==> src/rtl/power_alarm_monitor_defines.svh <==
// Assertion macros for the power alarm monitor RTL.
// No dependencies; included by the files that assert.
`ifndef POWER_ALARM_MONITOR_DEFINES_SVH
`define POWER_ALARM_MONITOR_DEFINES_SVH

// Explicit clock and active-low reset.
`define PAM_ASSERT_RST(label, clk, rstn, prop, msg) \
  label: assert property (@(posedge clk) disable iff (!rstn) prop) else $error(msg);

// Default module clock and reset.
`define PAM_ASSERT(label, prop, msg) `PAM_ASSERT_RST(label, clk_i, rst_ni, prop, msg)

`endif

==> src/rtl/pam_pkg.sv <==
// Package for the power alarm monitor: widths, constants, register indexes, payload types.
// No dependencies.
`timescale 1ns / 1ps

package pam_pkg;

  localparam int unsigned SampleBits  = 20;
  localparam int unsigned LimitBits   = 2 * SampleBits;
  localparam int unsigned PctBits     = 8;
  localparam int unsigned MinuteBits  = 16;
  localparam int unsigned NowBits     = 32;
  localparam int unsigned DueBits     = NowBits + 1;
  localparam int unsigned ProdBits    = SampleBits + PctBits;
  localparam int unsigned CfgDataBits = LimitBits;
  localparam int unsigned CfgIdxBits  = 3;
  localparam int unsigned NumLanes    = 3;
  localparam int unsigned AlertBits   = 3;

  localparam int unsigned ChangeFloor  = 100;
  localparam int unsigned PctScale     = 100;
  localparam int unsigned SecPerMinute = 60;
  localparam logic [PctBits-1:0] PctReset = 8'd15;

  localparam int unsigned AlertUnder  = 0;
  localparam int unsigned AlertOver   = 1;
  localparam int unsigned AlertChange = 2;

  localparam int unsigned LaneVoltage = 0;
  localparam int unsigned LaneCurrent = 1;
  localparam int unsigned LanePower   = 2;

  typedef enum logic [CfgIdxBits-1:0] {
    RegVoltageLimits = 3'd0,
    RegCurrentLimits = 3'd1,
    RegPowerLimits   = 3'd2,
    RegVoltagePct    = 3'd3,
    RegCurrentPct    = 3'd4,
    RegPowerPct      = 3'd5,
    RegHeartbeatMin  = 3'd6
  } pam_reg_e;

  typedef logic [AlertBits-1:0] pam_alert_t;

  typedef struct packed {
    logic [SampleBits-1:0] voltage_sample;
    logic [SampleBits-1:0] current_sample;
    logic [SampleBits-1:0] power_sample;
    logic [NowBits-1:0]    now_seconds;
    logic                  time_valid;
  } pam_in_t;

  typedef struct packed {
    pam_alert_t voltage_alerts;
    pam_alert_t current_alerts;
    pam_alert_t power_alerts;
    logic       heartbeat_fired;
    logic       report_needed;
  } pam_out_t;

  // Findings of all lanes and the heartbeat for one transaction.
  typedef struct packed {
    pam_alert_t [NumLanes-1:0] alerts;
    logic                      hb;
  } pam_find_t;

endpackage

==> src/rtl/pam_lane.sv <==
// One measurement lane: under, over and change checks plus previous/maximum tracking.
// Depends on pam_pkg.
`timescale 1ns / 1ps

module pam_lane (
  input  logic                          clk_i,
  input  logic                          rst_ni,
  input  logic                          accept_i,
  input  logic                          first_i,
  input  logic [pam_pkg::SampleBits-1:0] sample_i,
  input  logic [pam_pkg::LimitBits-1:0]  limits_i,
  input  logic [pam_pkg::PctBits-1:0]    pct_i,
  output pam_pkg::pam_alert_t           alerts_o
);
  import pam_pkg::*;

  logic [SampleBits-1:0] prev_q, prev_d;
  logic [SampleBits-1:0] max_q, max_d;
  logic [SampleBits-1:0] prev_eff, max_eff;
  logic [SampleBits-1:0] under_lim, over_lim, diff;
  logic [ProdBits-1:0]   diff_scaled, max_scaled;

  always_comb begin
    prev_eff    = first_i ? sample_i : prev_q;
    max_eff     = first_i ? sample_i : max_q;
    under_lim   = limits_i[SampleBits-1:0];
    over_lim    = limits_i[LimitBits-1:SampleBits];
    diff        = (sample_i >= prev_eff) ? (sample_i - prev_eff) : (prev_eff - sample_i);
    diff_scaled = ProdBits'(diff) * ProdBits'(PctScale);
    max_scaled  = ProdBits'(max_eff) * ProdBits'(pct_i);

    alerts_o              = '0;
    alerts_o[AlertUnder]  = (under_lim != '0) && (sample_i < under_lim);
    alerts_o[AlertOver]   = (over_lim != '0) && (sample_i > over_lim);
    alerts_o[AlertChange] = (pct_i != '0) && (diff > SampleBits'(ChangeFloor))
                            && (diff_scaled > max_scaled);

    prev_d = prev_q;
    max_d  = max_q;
    if (accept_i) begin
      prev_d = sample_i;
      max_d  = (sample_i > max_eff) ? sample_i : max_eff;
    end
  end

  always_ff @(posedge clk_i or negedge rst_ni) begin
    if (!rst_ni) begin
      prev_q <= '0;
      max_q  <= '0;
    end else begin
      prev_q <= prev_d;
      max_q  <= max_d;
    end
  end

endmodule

==> src/rtl/pam_heartbeat.sv <==
// Heartbeat scheduler: period tracking, due time and fire decision.
// Depends on pam_pkg.
`timescale 1ns / 1ps

module pam_heartbeat (
  input  logic                           clk_i,
  input  logic                           rst_ni,
  input  logic                           accept_i,
  input  logic [pam_pkg::MinuteBits-1:0] minutes_i,
  input  logic                           time_valid_i,
  input  logic [pam_pkg::NowBits-1:0]    now_i,
  output logic                           fired_o
);
  import pam_pkg::*;

  logic [MinuteBits-1:0] period_q, period_d;
  logic [DueBits-1:0]    due_q, due_d;
  logic [DueBits-1:0]    due_eff, due_next;

  always_comb begin
    // a new period restarts the schedule
    due_eff  = (minutes_i != period_q) ? '0 : due_q;
    fired_o  = (minutes_i != '0) && time_valid_i && (DueBits'(now_i) > due_eff);
    due_next = DueBits'(now_i) + DueBits'(minutes_i) * DueBits'(SecPerMinute);

    period_d = period_q;
    due_d    = due_q;
    if (accept_i) begin
      period_d = minutes_i;
      due_d    = fired_o ? due_next : due_eff;
    end
  end

  always_ff @(posedge clk_i or negedge rst_ni) begin
    if (!rst_ni) begin
      period_q <= '0;
      due_q    <= '0;
    end else begin
      period_q <= period_d;
      due_q    <= due_d;
    end
  end

endmodule

==> src/rtl/pam_merge.sv <==
// Merge stage: combines lane and heartbeat findings into a result, output register plus skid.
// Depends on pam_pkg and power_alarm_monitor_defines.svh.
`timescale 1ns / 1ps
`include "power_alarm_monitor_defines.svh"

module pam_merge (
  input  logic               clk_i,
  input  logic               rst_ni,
  input  logic               in_valid_i,
  output logic               in_ready_o,
  input  pam_pkg::pam_find_t find_i,
  output logic               out_valid_o,
  input  logic               out_ready_i,
  output pam_pkg::pam_out_t  out_data_o
);
  import pam_pkg::*;

  pam_out_t res;
  pam_out_t out_q, out_d, skid_q, skid_d;
  logic     out_valid_q, out_valid_d, skid_valid_q, skid_valid_d;
  logic     accept, pop;

  always_comb begin
    res.voltage_alerts  = find_i.alerts[LaneVoltage];
    res.current_alerts  = find_i.alerts[LaneCurrent];
    res.power_alerts    = find_i.alerts[LanePower];
    res.heartbeat_fired = find_i.hb;
    res.report_needed   = (|find_i.alerts) | find_i.hb;
  end

  assign in_ready_o  = !skid_valid_q;
  assign accept      = in_valid_i && in_ready_o;
  assign pop         = out_valid_q && out_ready_i;
  assign out_valid_o = out_valid_q;
  assign out_data_o  = out_q;

  always_comb begin
    out_d        = out_q;
    skid_d       = skid_q;
    out_valid_d  = out_valid_q;
    skid_valid_d = skid_valid_q;
    if (skid_valid_q) begin
      if (pop) begin
        out_d        = skid_q;
        skid_valid_d = 1'b0;
      end
    end else if (accept) begin
      if (out_valid_q && !out_ready_i) begin
        skid_d       = res;
        skid_valid_d = 1'b1;
      end else begin
        out_d       = res;
        out_valid_d = 1'b1;
      end
    end else if (pop) begin
      out_valid_d = 1'b0;
    end
  end

  always_ff @(posedge clk_i or negedge rst_ni) begin
    if (!rst_ni) begin
      out_valid_q  <= 1'b0;
      skid_valid_q <= 1'b0;
    end else begin
      out_valid_q  <= out_valid_d;
      skid_valid_q <= skid_valid_d;
    end
  end

  always_ff @(posedge clk_i) begin
    out_q  <= out_d;
    skid_q <= skid_d;
  end

  `PAM_ASSERT(a_skid_behind_out, skid_valid_q |-> out_valid_q, "skid full with empty output")
  `PAM_ASSERT(a_stall_to_skid, (accept && out_valid_q && !out_ready_i) |=> skid_valid_q, "stalled transaction lost")
  `PAM_ASSERT(a_report_sum, out_valid_q |-> (out_q.report_needed == ((|out_q.voltage_alerts) || (|out_q.current_alerts) || (|out_q.power_alerts) || out_q.heartbeat_fired)), "report flag mismatch")

endmodule

==> src/rtl/power_alarm_monitor.sv <==
// Power alarm monitor top level: configuration registers, three measurement lanes,
// heartbeat scheduler and merge stage. Depends on pam_pkg, pam_lane, pam_heartbeat, pam_merge.
`timescale 1ns / 1ps

// Every input transaction yields exactly one result transaction, registered in the output
// register, or in the skid while the output stalls; a new transaction is taken every cycle while
// the output side drains, and a two-entry output buffer lets one more be taken while a result
// waits. Per-cycle work is set by each lane's change check: two 20x8 multiplies and a compare.
// Configuration writes take effect at once and should be made while no transaction is in flight.
module power_alarm_monitor (
  input  logic                            clk_i,
  input  logic                            rst_ni,
  input  logic                            cfg_we_i,
  input  logic [pam_pkg::CfgIdxBits-1:0]  cfg_idx_i,
  input  logic [pam_pkg::CfgDataBits-1:0] cfg_data_i,
  input  logic                            in_valid_i,
  output logic                            in_ready_o,
  input  pam_pkg::pam_in_t                in_data_i,
  output logic                            out_valid_o,
  input  logic                            out_ready_i,
  output pam_pkg::pam_out_t               out_data_o
);
  import pam_pkg::*;

  logic [LimitBits-1:0]  lim_q [NumLanes];
  logic [PctBits-1:0]    pct_q [NumLanes];
  logic [MinuteBits-1:0] minutes_q;
  logic                  first_q;
  logic                  accept;
  logic [SampleBits-1:0] samples [NumLanes];
  pam_find_t             find;

  assign accept = in_valid_i && in_ready_o;
  assign samples[LaneVoltage] = in_data_i.voltage_sample;
  assign samples[LaneCurrent] = in_data_i.current_sample;
  assign samples[LanePower]   = in_data_i.power_sample;

  always_ff @(posedge clk_i or negedge rst_ni) begin
    if (!rst_ni) begin
      for (int i = 0; i < NumLanes; i++) begin
        lim_q[i] <= '0;
        pct_q[i] <= PctReset;
      end
      minutes_q <= '0;
    end else if (cfg_we_i) begin
      unique case (cfg_idx_i)
        RegVoltageLimits: lim_q[LaneVoltage] <= cfg_data_i;
        RegCurrentLimits: lim_q[LaneCurrent] <= cfg_data_i;
        RegPowerLimits:   lim_q[LanePower]   <= cfg_data_i;
        RegVoltagePct:    pct_q[LaneVoltage] <= cfg_data_i[PctBits-1:0];
        RegCurrentPct:    pct_q[LaneCurrent] <= cfg_data_i[PctBits-1:0];
        RegPowerPct:      pct_q[LanePower]   <= cfg_data_i[PctBits-1:0];
        RegHeartbeatMin:  minutes_q          <= cfg_data_i[MinuteBits-1:0];
        default: ;
      endcase
    end
  end

  always_ff @(posedge clk_i or negedge rst_ni) begin
    if (!rst_ni) begin
      first_q <= 1'b1;
    end else if (accept) begin
      first_q <= 1'b0;
    end
  end

  for (genvar g = 0; g < NumLanes; g++) begin : g_lane
    pam_lane u_lane (
      .clk_i    (clk_i),
      .rst_ni   (rst_ni),
      .accept_i (accept),
      .first_i  (first_q),
      .sample_i (samples[g]),
      .limits_i (lim_q[g]),
      .pct_i    (pct_q[g]),
      .alerts_o (find.alerts[g])
    );
  end

  pam_heartbeat u_heartbeat (
    .clk_i        (clk_i),
    .rst_ni       (rst_ni),
    .accept_i     (accept),
    .minutes_i    (minutes_q),
    .time_valid_i (in_data_i.time_valid),
    .now_i        (in_data_i.now_seconds),
    .fired_o      (find.hb)
  );

  pam_merge u_merge (
    .clk_i       (clk_i),
    .rst_ni      (rst_ni),
    .in_valid_i  (in_valid_i),
    .in_ready_o  (in_ready_o),
    .find_i      (find),
    .out_valid_o (out_valid_o),
    .out_ready_i (out_ready_i),
    .out_data_o  (out_data_o)
  );

endmodule
==> config.mk <==
export PLATFORM = sky130hd
export DESIGN_NAME = power_alarm_monitor
export DESIGN_NICKNAME = d
export VERILOG_FILES = /design/src/rtl/pam_pkg.sv /design/src/rtl/pam_lane.sv /design/src/rtl/pam_heartbeat.sv /design/src/rtl/pam_merge.sv /design/src/rtl/power_alarm_monitor.sv
export VERILOG_INCLUDE_DIRS = /design/src /design/src/rtl
export SDC_FILE = /design/constraint.sdc
export NUM_CORES = 2
export LEC_CHECK = 0
export BUFFER_PORTS_ARGS = -buffer_cell sky130_fd_sc_hd__buf_2
export CAP_MARGIN = 20
export CORE_MARGIN = 2
export CORE_UTILIZATION = 51
export CTS_CLUSTER_DIAMETER = 50
export CTS_CLUSTER_SIZE = 24
export DETAILED_ROUTE_END_ITERATION = 8
export PLACE_DENSITY = 0.74
export SLEW_MARGIN = 0
export SYNTH_ARGS = -nofsm -noshare
export SYNTH_HDL_FRONTEND = slang
export SYNTH_SLANG_ARGS = --single-unit
==> constraint.sdc <==
create_clock -name clk_i -period 18 [get_ports clk_i]
set_clock_uncertainty 0.2 [all_clocks]
set_input_delay 4.5 -clock clk_i [delete_from_list [all_inputs] [get_ports clk_i]]
set_output_delay 4.5 -clock clk_i [all_outputs]
set_load 0.03 [all_outputs]
==> metrics <==
share of cells above drive strength 1 7.12%; Critical Path RT 18.31 ns; first-pass GRT wire length 224000 µm; TNS Setup 0 ns; post-CTS setup buffers 0; critical path fanouts, max 30; largest net degree at the start of global routing 107; post-synthesis xor/xnor area fraction 4.11%; clk_lat worst skew 0.67 ns; hold depth 2; Syn Nets 7272; vias after detailed routing 41700; main combinational cell family by area after synthesis adder cells; clk sinks 354; Detail Placement HPWL 111000 µm; IO Pins 154; height of the die 319 µm; IO Port Bufs 153; Antenna Nets Post-Route 0; TritonCTS clock tree built; critical path arrival 13.93 ns; hold_buf cts 0; Die W 319 µm; GP Congestion 0.945; drt drc 0; initial antenna violation count 42; Mapped Cells 5904; Worst Setup Path Type primary input to register; FFs w/ async S/R, synth 93.8%; post-synthesis sequential area ratio 17.7%; Tot GR Track Use 27.2%; max-slew violation count 0; Hold Startpoint g_lane[2].u_lane.prev_q[19]; Hold Fails Final Rpt 0; Slew @ Worst Pin 1.15 ns; Compound-Gate Fraction of Synth Area 15.2%; CTS Root Cell clkbuf_16; Min-Delay Endpoint g_lane[2].u_lane.prev_q[19]; Period Utilization, post-route 75.7%; final WL 138000 µm; H-tree Lvls 2; grt ovf 0; Fmax achieved 73.4 MHz; num rows 115; mux cell area share after synthesis 3.41%; Mapped Avg Cell Area 8.59 µm²; clock buffer depth 3; Crit path top cell by count ha_1; Top FF cell, synth dfrtp_1; CP max stage delay 0.90 ns; FF-to-FF setup slack 6.54 ns; CORE AREA 0.0984 mm²; Worst setup SP type primary input; EDFF count, synth 22; first-pass iteration count of the detailed router 6; DR vias/cell 5.69; Max-cap violations 0; outcome finished, final reports clean; drt initial violations 2989; Worst Hold Class register to register; launch point of the worst path in_data_i[38]; Final setup violation count 0; #FFs+latches synth 354; cts repair resizes 0; die area 0.102 mm²; Simple-Gate Fraction of Synth Area 14.7%; endpoint class of the critical path register; Clk pin slew, worst setup/hold paths 0.09 ns; RSZ-0062 raised after global routing no; library cells used by synthesis 93; vias in the first global route 41700; TritonCTS Buffers 50; hold_ws 0.268 ns; worst r2r src first_q; mean routed wirelength per cell 18.8 µm; Slowest cell on crit path a31oi_4; effective utilization at floorplan 51.5%; cell area after synthesis 0.0507 mm²; P&R area growth vs syn 7.88%; max_slew headroom 22.7%; Ys Warns 0; reg2reg end u_merge.out_data_o[0]; final net count 7354; worst r2r path cells 41; Post-Synth Adder-Cell Area 36.2%; min Tclk post-route 13.62 ns
worst max-delay path by stage:
stage,end,slack [ns],cells after the start
2_1_floorplan,u_merge.out_data_o[0],5.93,39
3_3_place_gp,u_merge.out_data_o[0],4.35,39
3_5_place_dp,u_merge.out_data_o[0],4.00,35
4_1_cts,u_merge.out_data_o[4],4.61,35
5_1_grt,u_merge.out_data_o[0],3.95,35
6_report,u_merge.out_data_o[0],4.38,35
cells in the mapped netlist (11+ instances only):
cell,count,area (µm²)
dfrtp_1,319,7980
xor2_1,86,753
a21oi_1,247,1240
mux2_2,74,833
o21bai_1,36,270
nand4_1,73,457
nor3_1,67,335
o31ai_1,12,90.1
xnor2_1,152,1330
a22o_1,28,245
nor4_1,47,294
nor2_1,171,642
nand2_1,716,2690
fa_1,403,8070
buf_1,12,45.0
o21ai_0,342,1710
o22ai_1,11,68.8
o21ai_1,56,280
o211ai_1,20,150
a2111oi_0,14,123
ha_1,824,10300
nand3_1,59,295
nor2b_1,73,457
nand2b_1,40,250
inv_1,980,3680
a211oi_1,32,240
clkbuf_1,139,522
a21boi_0,15,113
a221o_1,12,120
edfxtp_1,22,661
or2_2,12,75.1
mux2i_1,86,861
and3_1,35,219
a21o_1,172,1290
o21a_1,81,608
buf_2,16,80.1
a31oi_1,30,188
and2_1,203,1270
or3_1,26,163
dfstp_2,13,342
worst max-delay path, delay by kind of cell:
kind / cells / cell delay [ns]
AOI/OAI and AO/OA: 14 / 3.54
adders and majority gates: 6 / 2.23
and+or+nand+nor: 7 / 2.21
xor gates and xnor gates: 2 / 0.56
buffers and inverters: 5 / 0.48
muxes: 1 / 0.37
state kept, by name (all words and copies together) (netlist names):
signal / count
pct_q: 24
lim_q: 120
u_merge.skid_q: 11
u_merge.out_data_o: 11
first_q: 1
u_heartbeat.due_q: 33
u_merge.out_valid_o: 1
g_lane.u_lane.prev_q: 60
g_lane.u_lane.max_q: 60
u_merge.skid_valid_q: 1
minutes_q: 16
u_heartbeat.period_q: 16
per-stage QoR:
step / std cells / setup WS [ns] / area [µm²] / util [%]
finish: 7327 / 4.38 / 54700 / 55.6
CTS: 7313 / 4.61 / 54700 / 55.6
detailed placement: 7219 / 4.00 / 52800 / 53.7
floorplan: 5904 / 5.93 / 50700 / -
global route: 7320 / 3.95 / 54700 / 55.6
global placement: 7218 / 4.35 / 52800 / 53.7
layout by cell type, fill, tap and decap left out, types with 50 or more instances in the layout:
cell type,synthesis,final
a21o_1,172,172
a21oi_1,247,247
and2_1,203,203
buf_2,16,152
buf_4,4,50
clkbuf_16,0,50
dfrtp_1,319,319
fa_1,403,403
ha_1,824,824
inv_1,980,980
mux2_2,74,74
mux2i_1,86,86
nand2_1,716,715
nand3_1,59,59
nand4_1,73,73
nor2_1,171,169
nor2b_1,73,72
nor3_1,67,66
o21a_1,81,81
o21ai_0,342,342
o21ai_1,56,56
xnor2_1,152,152
xor2_1,86,86
per-layer routing:
layer	part of all wire, %	vias to the layer above	global-route usage [%]	routed length [µm]
li1	-	19900	-	-
met1	44	20300	37.2	60400
met2	46	1259	44.5	63000
met3	7.7	237	4.77	10600
met4	2.6	44	7.17	3600
met5	0.18	-	0	253
kinds of logic after synthesis:
family / count (synthesis)
multiplexers: 163
buffers and inverters: 1154
flip-flops: 354
AO/OA/AOI/OAI: 1208
adder cells (fa/ha/maj): 1227
XOR/XNOR: 238
AND/OR/NAND/NOR: 1560
area by class of cell:
| cell class | instances | area [µm²] |
|---|---|---|
| Timing Repair Buffer | 203 | 1150 |
| Clock inverter | 42 | 586 |
| Tap cell | 1287 | 1610 |
| Antenna cell | 12 | 30.0 |
| Multi-Input combinational cell | 4396 | 37400 |
| Clock buffer | 52 | 1280 |
| Inverter | 981 | 3680 |
| Fill cell | 8872 | 43700 |
| Sequential cell | 354 | 8990 |
Power is not shown: default switching activity piles up to over one toggle a cycle in this logic, so the estimate is an artifact.
